===== src/hdl/scc_pkg.sv =====
// Types and constants of the scope capture channel.
package scc_pkg;

   typedef enum logic [2:0] {
      MODE_POLL  = 3'd0,
      MODE_BIND  = 3'd1,
      MODE_START = 3'd2,
      MODE_STOP  = 3'd3,
      MODE_CLEAR = 3'd4,
      MODE_SWAP  = 3'd5,
      MODE_READ  = 3'd6
   } mode_type;

   typedef enum logic [2:0] {
      TYPE_INT8   = 3'd0,
      TYPE_INT16  = 3'd1,
      TYPE_INT32  = 3'd2,
      TYPE_UINT8  = 3'd3,
      TYPE_UINT16 = 3'd4,
      TYPE_UINT32 = 3'd5,
      TYPE_FLOAT  = 3'd6
   } sample_kind_type;

   typedef enum logic [2:0] {
      ST_INIT    = 3'b001,
      ST_STOPPED = 3'b010,
      ST_RUNNING = 3'b100
   } chan_state_type;

   localparam logic [1:0] CODE_INIT    = 2'd0;
   localparam logic [1:0] CODE_STOPPED = 2'd1;
   localparam logic [1:0] CODE_RUNNING = 2'd2;

   localparam logic [2:0] SAMPLE_TYPE_RESET = 3'd6;

   // Transaction leaving the converter toward the ring control.
   typedef struct packed {
      logic        valid;
      mode_type    mode;
      logic [31:0] value;
   } conv_out_type;

endpackage


===== src/hdl/scc_convert.sv =====
// Two-stage sample converter: raw word to IEEE single.
module scc_convert (
   input  logic                 clock,
   input  logic                 reset,
   input  logic                 advance,
   input  logic                 take,
   input  logic [2:0]           mode,
   input  logic [31:0]          word,
   input  logic [2:0]           sample_type,
   output scc_pkg::conv_out_type conv_out
);
   import scc_pkg::*;

   // stage 1: sign, magnitude, leading-one position
   logic        s1_valid_ff, s1_valid_in;
   mode_type    s1_mode_ff;
   logic        s1_neg_ff, s1_neg_in;
   logic        s1_pass_ff, s1_pass_in;
   logic [31:0] s1_mag_ff, s1_mag_in;
   logic [4:0]  s1_pos_ff, s1_pos_in;
   conv_out_type s2_ff, s2_in;

   always_comb begin
      s1_neg_in  = 1'b0;
      s1_pass_in = 1'b0;
      s1_mag_in  = word;
      case (sample_kind_type'(sample_type))
         TYPE_INT8: begin
            s1_neg_in = word[7];
            s1_mag_in = word[7] ? (32'h100 - {24'b0, word[7:0]}) : {24'b0, word[7:0]};
         end
         TYPE_INT16: begin
            s1_neg_in = word[15];
            s1_mag_in = word[15] ? (32'h10000 - {16'b0, word[15:0]}) : {16'b0, word[15:0]};
         end
         TYPE_INT32: begin
            s1_neg_in = word[31];
            s1_mag_in = word[31] ? (32'd0 - word) : word;
         end
         TYPE_UINT8:  s1_mag_in = {24'b0, word[7:0]};
         TYPE_UINT16: s1_mag_in = {16'b0, word[15:0]};
         TYPE_UINT32: s1_mag_in = word;
         default:     s1_pass_in = 1'b1;
      endcase
      s1_pos_in = 5'd0;
      for (int i = 0; i < 32; i++) begin
         if (s1_mag_in[i]) begin
            s1_pos_in = 5'(i);
         end
      end
      s1_valid_in = advance ? take : s1_valid_ff;
   end

   always_ff @(posedge clock) begin
      if (reset) begin
         s1_valid_ff <= 1'b0;
         s2_ff.valid <= 1'b0;
      end else begin
         s1_valid_ff <= s1_valid_in;
         s2_ff.valid <= s2_in.valid;
      end
      if (advance) begin
         s1_mode_ff  <= mode_type'(mode);
         s1_neg_ff   <= s1_neg_in;
         s1_pass_ff  <= s1_pass_in;
         s1_mag_ff   <= s1_mag_in;
         s1_pos_ff   <= s1_pos_in;
         s2_ff.mode  <= s2_in.mode;
         s2_ff.value <= s2_in.value;
      end
   end

   // stage 2: align, round to nearest even, pack
   always_comb begin
      logic [24:0] mant;
      logic [4:0]  sh;
      logic [31:0] rem, half;
      logic [7:0]  expf;
      logic [31:0] bits;
      mant = 25'd0;
      sh   = 5'd0;
      rem  = 32'd0;
      half = 32'd0;
      if (s1_pos_ff <= 5'd23) begin
         mant = 25'(s1_mag_ff << (5'd23 - s1_pos_ff));
      end else begin
         sh   = s1_pos_ff - 5'd23;
         mant = 25'(s1_mag_ff >> sh);
         rem  = s1_mag_ff & ((32'd1 << sh) - 32'd1);
         half = 32'd1 << (sh - 5'd1);
         if (rem > half || (rem == half && mant[0])) begin
            mant = mant + 25'd1;
         end
      end
      expf = 8'd126 + {3'b0, s1_pos_ff};
      bits = {1'b0, expf, 23'b0} + {7'b0, mant};
      if (s1_neg_ff) begin
         bits[31] = 1'b1;
      end
      if (s1_mag_ff == 32'd0) begin
         bits = 32'd0;
      end
      if (s1_pass_ff) begin
         bits = s1_mag_ff;
      end
      s2_in.valid = advance ? s1_valid_ff : s2_ff.valid;
      s2_in.mode  = s1_mode_ff;
      s2_in.value = bits;
   end

   assign conv_out = s2_ff;
endmodule


===== config.mk =====
export PLATFORM = sky130hd
export DESIGN_NAME = scc_convert
export DESIGN_NICKNAME = d
export VERILOG_FILES = /design/src/hdl/scc_pkg.sv /design/src/hdl/scc_convert.sv
export SDC_FILE = /design/constraint.sdc
export NUM_CORES = 1
export LEC_CHECK = 0
export ABC_AREA = 1
export BUFFER_PORTS_ARGS = -buffer_cell sky130_fd_sc_hd__clkbuf_2
export CELL_PAD_IN_SITES_DETAIL_PLACEMENT = 2
export CELL_PAD_IN_SITES_GLOBAL_PLACEMENT = 2
export CORE_UTILIZATION = 36
export CTS_CLUSTER_SIZE = 25
export DETAILED_ROUTE_END_ITERATION = 10
export GPL_TIMING_DRIVEN = 0
export PLACE_DENSITY = 0.86
export SLEW_MARGIN = 0
export SYNTH_ARGS = -nofsm -noshare
export SYNTH_HDL_FRONTEND = slang
export SYNTH_SLANG_ARGS = --single-unit

===== constraint.sdc =====
create_clock -name clock -period 19.8 [get_ports clock]
set_input_delay 1.98 -clock clock [delete_from_list [all_inputs] [get_ports clock]]
set_output_delay 1.98 -clock clock [all_outputs]
set_load 0.02 [all_outputs]

==> flow_metrics.tcl <==
set metrics [dict create \
    synth_top_area_share_pct 23.08 \
    grtUsageTotal_pct 37.12 \
    core_um2 27100 \
    wl_um 52840 \
    end_kind "flip-flop" \
    fmax_mhz 90.73 \
    p_leak_nw 5.076 \
    tns_ns 0 \
    ant_nets 0 \
    worstHoldStart "s1_mode_ff[0]$_DFFE_PP_" \
    cp_slowest_cell "nor4_1" \
    muxShareOfSynthArea_pct 0.8993 \
    syn_to_final_growth_pct 11.83 \
    fin_skew_ns 0.007645 \
    yosysTopAreaCell "edfxtp_1" \
    holdPathStages 0 \
    drv_cap 0 \
    die_w_um 168.8 \
    groute.layer.met1.usage_pct 45.93 \
    yosys.area_share.simple_pct 34.45 \
    critPathArrivalTime_ns 11.08 \
    grtUsageMet2_pct 63.24 \
    nFillCells 3447 \
    vias_per_cell 5.992 \
    ys_ff_latch 79 \
    hp-class "flip-flop to flip-flop" \
    routabilityCongestion 0.9539 \
    place_area_um2 10890 \
    p_sw_mw 0.5782 \
    setup_viol 0 \
    async_reset_ff_share_pct 0 \
    cpPeakStageDelay_ns 0.76 \
    dieHeight_um 168.8 \
    drive_above_1_share_pct 9.623 \
    antenna_found_initial 1 \
    synth_xor_xnor_area_share_pct 2.885 \
    synth_edf_count 77 \
    grt_max_degree 57 \
    post-dp-hpwl_um 42410 \
    relSlewSlack_pct 27.42 \
    port_buffers 76 \
    gr-usage-met3_pct 4.980 \
    fin_ws_ns 8.778 \
    grt_pass1_vias 12966 \
    nNetsFinal 1816 \
    dieArea_um2 28500 \
    path_common_cell "nand2_1" \
    fp-row-count 60 \
    wire_per_inst_um 25.18 \
    final_core_utilization_pct 41.33 \
    reg2reg_depth 48 \
    pwr-share-comb_pct 60.4 \
    start_kind "flip-flop" \
    min_to "conv_out[32]$_DFFE_PP_" \
    cts.clk_slew.worst_paths_ns 0.07 \
    avgSynthCellArea_um2 6.138 \
    critPathMaxFanout 10 \
    via_count 12571 \
    peakVddDrop_mv 0.04292 \
    synth_area_leaders "edfxtp_1 23%, nand2_1 13%, nor2_1 9.2%" \
    drc 0 \
    synthFlopType "edfxtp_1" \
    ys_warn_count 0 \
    synth_nets 1728 \
    seq_power_share_pct 21.8 \
    p_int_mw 0.4873 \
    powerDensity_nw_per_um2 95.12 \
    path_buf_inv 10 \
    outcome "finished clean" \
    synth_area_um2 10020 \
    r2r_slack_ns 8.78 \
    grt_overflow 0 \
    layoutNonFillerInstCount 2098 \
    h-tree-depth 3 \
    hold_buffers 0 \
    first_pass_iters 6 \
    dpl_worst_slack_ns 9.279 \
    p_sw_share_pct 54.26 \
    timing.rr.end "conv_out[28]$_DFFE_PP_" \
    r2r-start "s1_pos_ff[2]$_SDFFCE_PP1P_" \
    p_clk_share_pct 17.7 \
    grt_first_pass_wirelength_um 79290 \
    power_mw 1.066 \
    grt_most_used_layer "met2" \
    initial_utilization_pct 36.96 \
    cts_resized 0 \
    cts.sinks 79 \
    crit_type "flip-flop to flip-flop" \
    postCtsSetupBuffers 0 \
    cts_buffers 9 \
    finalHoldViolCount 0 \
    most-common-layout-cells "355 x nand2_1, 245 x nor2_1, 202 x inv_1, 158 x o21ai_0, 82 x nand3_1" \
    final_cell_area_um2 11200 \
    drv_slew 0 \
    insertion_delay_ns 0.36 \
    cp.required_ns 19.86 \
    cts_buffer_depth 2 \
    post-route-min-period_ns 11.02 \
    cts_tree "built" \
    cts_root_buf "clkbuf_16" \
    finalCritPeriodShare_pct 55.67 \
    rsz0062_at_grt "false" \
    tightestPinTransition_ns 1.061 \
    place_inst 2081 \
    synth_top_family_by_area "simple AND/OR/NAND/NOR gates" \
    yosys.area_share.adder_pct 6.820 \
    timing.hold.ws_ns 0.4288 \
    cp_top_family "simple AND/OR/NAND/NOR gates" \
    drt-initial-drc-count 1025 \
    layout_commonest_cell "nand2_1" \
    synth-compound-area-share_pct 19.75 \
    synth_cell_types 60 \
    syn_inst 1632 \
    io_pins 78 \
    ys_seq_area_share_pct 23.48 \
]
## state kept, by name (all words and copies together) (netlist names)
name,count
s1_mag_ff,32
s1_mode_ff,3
conv_out,36
s1_neg_ff,1
s1_pos_ff,5
s1_pass_ff,1
s1_valid_ff,1
## cells by family after synthesis
| logic type | after synthesis |
|---|---|
| fa+ha+maj | 54 |
| simple gates | 808 |
| compound gates | 350 |
| mux | 9 |
| buf+inv | 299 |
| xor+xnor | 33 |
| flops | 79 |
## synth_stat cells (all sizes together), types with 18 or more instances
master,number
nand2,358
nor2,251
inv,225
o21ai,201
nand3,85
edfxtp,77
a21oi,65
nor3,61
ha,53
clkbuf,36
buf,34
nand4,23
xor2,20
nor4,18
o211ai,18
## power groups by stage
stage	clock, mW	combinational, mW	sequential [mW]
after floorplan	0	0.391	0.230
after global placement	0	0.582	0.232
after detailed placement	0	0.619	0.233
after CTS	0.190	0.629	0.231
after global routing	0.194	0.693	0.232
final	0.189	0.644	0.233
## worst max-delay path by stage
stage,startpoint,slack (ns),endpoint,cells past startpoint
after floorplan,s1_pos_ff[1]$_SDFFCE_PP1P_,12.48,conv_out[28]$_DFFE_PP_,49
after global placement,s1_pos_ff[2]$_SDFFCE_PP1P_,9.82,conv_out[28]$_DFFE_PP_,48
after detailed placement,s1_pos_ff[2]$_SDFFCE_PP1P_,9.28,conv_out[28]$_DFFE_PP_,48
after CTS,s1_pos_ff[2]$_SDFFCE_PP1P_,9.09,conv_out[28]$_DFFE_PP_,48
after global routing,s1_pos_ff[2]$_SDFFCE_PP1P_,8.45,conv_out[28]$_DFFE_PP_,48
final,s1_pos_ff[2]$_SDFFCE_PP1P_,8.78,conv_out[28]$_DFFE_PP_,48
## final cells by class
type | count | area, um2 | share of cell area (%)
diodes | 1 | 2.502 | 0.02234
plain buffers | 70 | 309.0 | 2.759
clock buffers | 9 | 225.2 | 2.010
clock inverters | 7 | 81.33 | 0.7260
inverters | 229 | 864.6 | 7.718
multi-input cells | 1254 | 6491 | 57.95
flip-flops and latches | 79 | 2352 | 21.00
well taps | 372 | 465.4 | 4.155
repair buffers | 77 | 410.4 | 3.664
## per-layer routing
layer  vias up  part of all wire, %  routed length, um
met5         -                    0                  0
met4         0                  5.1               2681
met3       143                  6.6               3485
met2       551                   48              25160
met1      6245                   41              21520
li1       5632                    -                  -
(Power assumes the default switching activity.)
